==> config.mk <==
export PLATFORM = sky130hd
export DESIGN_NAME = rffec_csr
export DESIGN_NICKNAME = d
export VERILOG_FILES = /design/src/rtl/core/rffec_pkg.sv /design/src/rtl/core/rffec_csr.sv
export SDC_FILE = /design/constraint.sdc
export NUM_CORES = 1
export LEC_CHECK = 0
export BUFFER_PORTS_ARGS = -buffer_cell sky130_fd_sc_hd__buf_2
export CORE_ASPECT_RATIO = 1.2
export CORE_MARGIN = 5
export CORE_UTILIZATION = 40
export CTS_CLUSTER_SIZE = 30
export DETAILED_ROUTE_END_ITERATION = 12
export GPL_TIMING_DRIVEN = 0
export PLACE_DENSITY = 0.68
export SLEW_MARGIN = 40
export SYNTH_ARGS = -nofsm -noshare
export SYNTH_HDL_FRONTEND = slang
export SYNTH_SLANG_ARGS = --single-unit
==> constraint.sdc <==
create_clock -name clock -period 2.2 [get_ports clock]
set_clock_uncertainty 0.2 [all_clocks]
set_input_delay 0.55 -clock clock [delete_from_list [all_inputs] [get_ports clock]]
set_output_delay 0.55 -clock clock [all_outputs]
set_load 0.05 [all_outputs]
==> src/rtl/core/rffec_pkg.sv <==
package rffec_pkg;

   // Fixed sizes of the filter and its fields
   localparam int MAX_WIDTH      = 4096;
   localparam int MAX_HALF       = 2;
   localparam int PIXEL_BITS     = 16;
   localparam int WIN_DEPTH      = 2 * MAX_HALF + 1;
   localparam int WIN_IDX_BITS   = $clog2(WIN_DEPTH);
   localparam int NUM_COEF       = 5;
   localparam int COL_BITS       = 13;
   localparam int HALF_BITS      = 2;
   localparam int TAP_IDX_BITS   = HALF_BITS + 1;
   localparam int COEF_BITS      = 16;
   localparam int PROD_BITS      = PIXEL_BITS + COEF_BITS;
   localparam int SUM_BITS       = 34;
   localparam int MAX_RESULTS    = MAX_HALF + 1;
   localparam int CNT_BITS       = $clog2(MAX_RESULTS + 1);
   localparam int CSR_INDEX_BITS = 3;
   localparam int CSR_DATA_BITS  = 16;

   typedef logic signed [PIXEL_BITS-1:0] pixel_type;
   typedef logic signed [COEF_BITS-1:0]  coef_type;
   typedef logic signed [PROD_BITS-1:0]  prod_type;
   typedef logic signed [SUM_BITS-1:0]   sum_type;
   typedef logic [COL_BITS-1:0]          col_type;
   typedef logic [HALF_BITS-1:0]         half_type;

   // Register indexes of the control port
   typedef enum logic [CSR_INDEX_BITS-1:0] {
      CSR_ROW_WIDTH = 3'd0,
      CSR_TAP_HALF  = 3'd1,
      CSR_COEF_0    = 3'd2,
      CSR_COEF_1    = 3'd3,
      CSR_COEF_2    = 3'd4,
      CSR_COEF_3    = 3'd5,
      CSR_COEF_4    = 3'd6
   } csr_index_type;

   localparam col_type  ROW_WIDTH_RESET = col_type'(800);
   localparam half_type TAP_HALF_RESET  = half_type'(1);
   localparam coef_type [NUM_COEF-1:0] COEF_RESET = {
      16'sd0, 16'sd0, 16'sd1, 16'sd2, 16'sd1
   };

   // Effective row geometry after range limiting
   typedef struct packed {
      col_type  width;
      half_type half;
   } geom_type;

   // Per-result control travelling alongside the datapath
   typedef struct packed {
      logic valid;
      logic row_end;
      logic run_last;
   } tag_type;

   typedef struct packed {
      pixel_type pixel_in;
   } req_payload_type;

   typedef struct packed {
      sum_type filtered_value;
      logic    row_end;
      logic    run_last;
   } rsp_payload_type;

endpackage

==> src/rtl/core/rffec_csr.sv <==
module rffec_csr
   import rffec_pkg::*;
(
   input  logic                      clock,
   input  logic                      reset,
   input  logic                      csr_write_en,
   input  logic [CSR_INDEX_BITS-1:0] csr_index,
   input  logic [CSR_DATA_BITS-1:0]  csr_wdata,
   output geom_type                  geom,
   output coef_type [NUM_COEF-1:0]   coef
);

   col_type                 row_width_ff, row_width_in;
   half_type                tap_half_ff, tap_half_in;
   coef_type [NUM_COEF-1:0] coef_ff, coef_in;

   // Decode register writes
   always_comb begin
      row_width_in = row_width_ff;
      tap_half_in  = tap_half_ff;
      coef_in      = coef_ff;
      if (csr_write_en) begin
         case (csr_index_type'(csr_index))
            CSR_ROW_WIDTH: row_width_in = csr_wdata[COL_BITS-1:0];
            CSR_TAP_HALF:  tap_half_in  = csr_wdata[HALF_BITS-1:0];
            CSR_COEF_0:    coef_in[0]   = coef_type'(csr_wdata);
            CSR_COEF_1:    coef_in[1]   = coef_type'(csr_wdata);
            CSR_COEF_2:    coef_in[2]   = coef_type'(csr_wdata);
            CSR_COEF_3:    coef_in[3]   = coef_type'(csr_wdata);
            CSR_COEF_4:    coef_in[4]   = coef_type'(csr_wdata);
            default: ;
         endcase
      end
   end

   always_ff @(posedge clock) begin
      if (reset) begin
         row_width_ff <= ROW_WIDTH_RESET;
         tap_half_ff  <= TAP_HALF_RESET;
         coef_ff      <= COEF_RESET;
      end else begin
         row_width_ff <= row_width_in;
         tap_half_ff  <= tap_half_in;
         coef_ff      <= coef_in;
      end
   end

   // Limit width to 1..MAX_WIDTH and half length to MAX_HALF
   always_comb begin
      if (row_width_ff == '0) begin
         geom.width = col_type'(1);
      end else if (row_width_ff > col_type'(MAX_WIDTH)) begin
         geom.width = col_type'(MAX_WIDTH);
      end else begin
         geom.width = row_width_ff;
      end
      geom.half = (tap_half_ff > half_type'(MAX_HALF)) ? half_type'(MAX_HALF) : tap_half_ff;
   end

   assign coef = coef_ff;

endmodule

==> results.py <==
metrics = {
    "outcome": {
        "status": "completed",
    },
    "routing": {
        "drt.antenna.violating_nets": 0,
        "viasPerCell": 4.83,
        "drc": 0,
        "dr.pass1.iters": 4,
        "drt_iter0_markers": 204,
        "post_drt_wl_per_cell_um": 15.4,
        "drt-total-wl_mm": 10.7,
        "vias": 3344,
    },
    "logic_synthesis": {
        "netlist_area_um2": 3550,
        "synth_cell_types": 22,
        "syn-num-nets": 467,
        "yosysWarnings": 0,
        "ys_ff_latch": 95,
        "syn_area_per_cell_um2": 7.99,
        "syn_inst": 445,
        "ys_seq_area_share_pct": 53.5,
    },
    "cts": {
        "insertion_delay_ps": 350,
        "cts.clk_slew.worst_paths_ps": 90,
        "cts_sinks": 95,
        "cts_buffers": 9,
        "cts_setup_buffers": 0,
        "cts_tree": "built",
        "clockRootBuffer": "clkbuf_8",
        "htree_num_levels": 3,
        "ctsHoldBuffers": 0,
        "cts.path.max_buffers": 2,
    },
    "sta": {
        "rsz0062_at_grt": "yes",
        "setup_violations": 0,
        "hold_viol": 0,
        "slew_headroom_pct": 64.4,
        "period_needed_ps": 2130,
        "max_freq_ghz": 0.469,
        "finalWorstSetupSlack_ps": 68.3,
        "worst_pin_slew_ps": 534,
        "final_max_slew_viol_count": 0,
        "fin_crit_sh_pct": 96.9,
    },
    "layout": {
        "final_common_cell": "nand2_1",
        "stdcell_area_um2": 4450,
        "drive_gt1_share_pct": 26.8,
        "final_cell_mix": "nand2_1, buf_2, dfxtp_1, a21oi_1, clkbuf_1",
        "syn2layout_area_growth_pct": 25.2,
        "antenna_cells": 0,
        "final_util_pct": 51.7,
        "nets": 592,
        "layout.cells.non_filler": 692,
    },
    "pwr": {
        "p_per_area_nw_per_um2": 707,
        "total_power_mw": 3.15,
        "peakVddDrop_v": 0.000430,
        "p_leak_nw": 1.89,
    },
    "min_path": {
        "hold_path_startpoint": "coef[29]",
        "hold_path.class": "flop to flop",
        "min_delay_path_depth": 2,
        "min_to": "coef[29]",
    },
    "floorplan": {
        "std_cell_rows": 37,
        "core_area_um2": 8610,
        "num_io_pins": 117,
        "die-area_um2": 10900,
        "die_w_um": 96.0,
        "initial_core_util_pct": 41.3,
        "die_h_um": 113,
    },
    "critical_path": {
        "required_ps": 1450,
        "critPathLaunchType": "flop",
        "crit_fanout": 3,
        "reg2reg_setup_slack_ps": 1050,
        "critical_path_class": "flop to output pin",
        "rr_worst_depth": 2,
        "reg2reg_to": "row_width_ff[12]",
        "worst_setup_path_end_kind": "output pin",
        "cp.arrival_ps": 1380,
        "r2r-start": "row_width_ff[12]",
    },
    "placed_design": {
        "pre_cts_ws_ps": 169,
        "dp.cells": 677,
        "io_buffers": 115,
        "place_congestion": 0.766,
        "dp_hpwl_mm": 7.97,
        "place_area_um2": 4280,
    },
    "global_routing": {
        "grt_max_degree": 15,
        "grt_pass1_wl_mm": 16.9,
        "grt_pass1_vias": 3301,
        "globalRoute.totalOverflow": 0,
        "antenna_found_initial": 0,
        "grt_use_total_pct": 20.2,
    },
    "job": {
        "drv.max_cap_violation_count": 0,
    },
}
-- synthesized netlist by cell type (all sizes together) --
library cell  count  area, um^2
nand2           186         698
dfxtp            95        1900
a21oi            87         435
clkbuf           23        92.6
buf              14        95.1
nor2b            13        81.3
nand3b            6        45.0
and4b             3        30.0
and4bb            3        37.5
nand4b            3        26.3
nand4bb           2        22.5
nor2              2        7.51
nor4              2        12.5
a211o             1        8.76
a31oi             1        6.26
mux2i             1        10.0
nor3              1        5.00
nor4b             1        23.8
or4b              1        13.8
-- state kept, by name, summed over array words and instances, names as in the netlist --
signal        cells
coef             80
row_width_ff     13
tap_half_ff       2
-- where the power goes --
part	switching (mW)	leakage [nW]	internal, mW
clock network	0.570	0.0736	0.411
registers	0.0231	0.770	1.76
logic	0.292	1.05	0.0962
total	0.885	1.89	2.26
-- per-stage QoR --
step	hold WS [ps]	TNS [ps]
global placement	241	0
floorplan	236	0
global route	276	-38.8
CTS	256	0
detailed placement	244	0
finish	256	0
-- worst max-delay path, cell delays in order (launching register included) --
cell	delay (ps)
dfxtp_1	350
nor4_2	260
a31oi_1	100
nor2_1	140
buf_6	180
-- logic make-up after synthesis --
| group | after synthesis | share of synthesized area, % |
|---|---|---|
| and+or+nand+nor | 223 | 28.2 |
| DFF | 95 | 53.5 |
| AOI/OAI and AO/OA | 89 | 12.7 |
| buffers and inverters | 37 | 5.28 |
| muxes | 1 | 0.282 |
-- routing by layer --
metal	GRT usage (%)	vias to the layer above	wire [um]
li1	-	1693	-
met4	8.73	0	217
met3	3.46	16	688
met2	33.8	104	5390
met5	0	-	0
met1	25.2	1531	4380
-- worst max path at each step --
stage	startpoint	endpoint	slack [ps]
final	row_width_ff[1]	geom[2]	70
after global placement	csr_index[1]	coef[46]	180
after floorplan	row_width_ff[4]	geom[2]	140
after CTS	row_width_ff[4]	geom[2]	10
after detailed placement	csr_index[0]	row_width_ff[8]	170
after global routing	row_width_ff[4]	geom[2]	-40
-- timing repair --
item,CTS,global route
endpoints found under the hold margin,0,0
endpoints found under the setup margin,3,1
gates resized for setup,1,4
-- cell type report --
| class | count | area, um^2 |
|---|---|---|
| well taps | 117 | 146 |
| flip-flops and latches | 95 | 1900 |
| fillers | 881 | 4160 |
| clock inverters | 3 | 20.0 |
| clock buffers | 13 | 139 |
| multi-input cells | 313 | 1480 |
| plain buffers | 36 | 184 |
| repair buffers | 115 | 582 |
No activity file was read; power rests on OpenSTA's default activity.
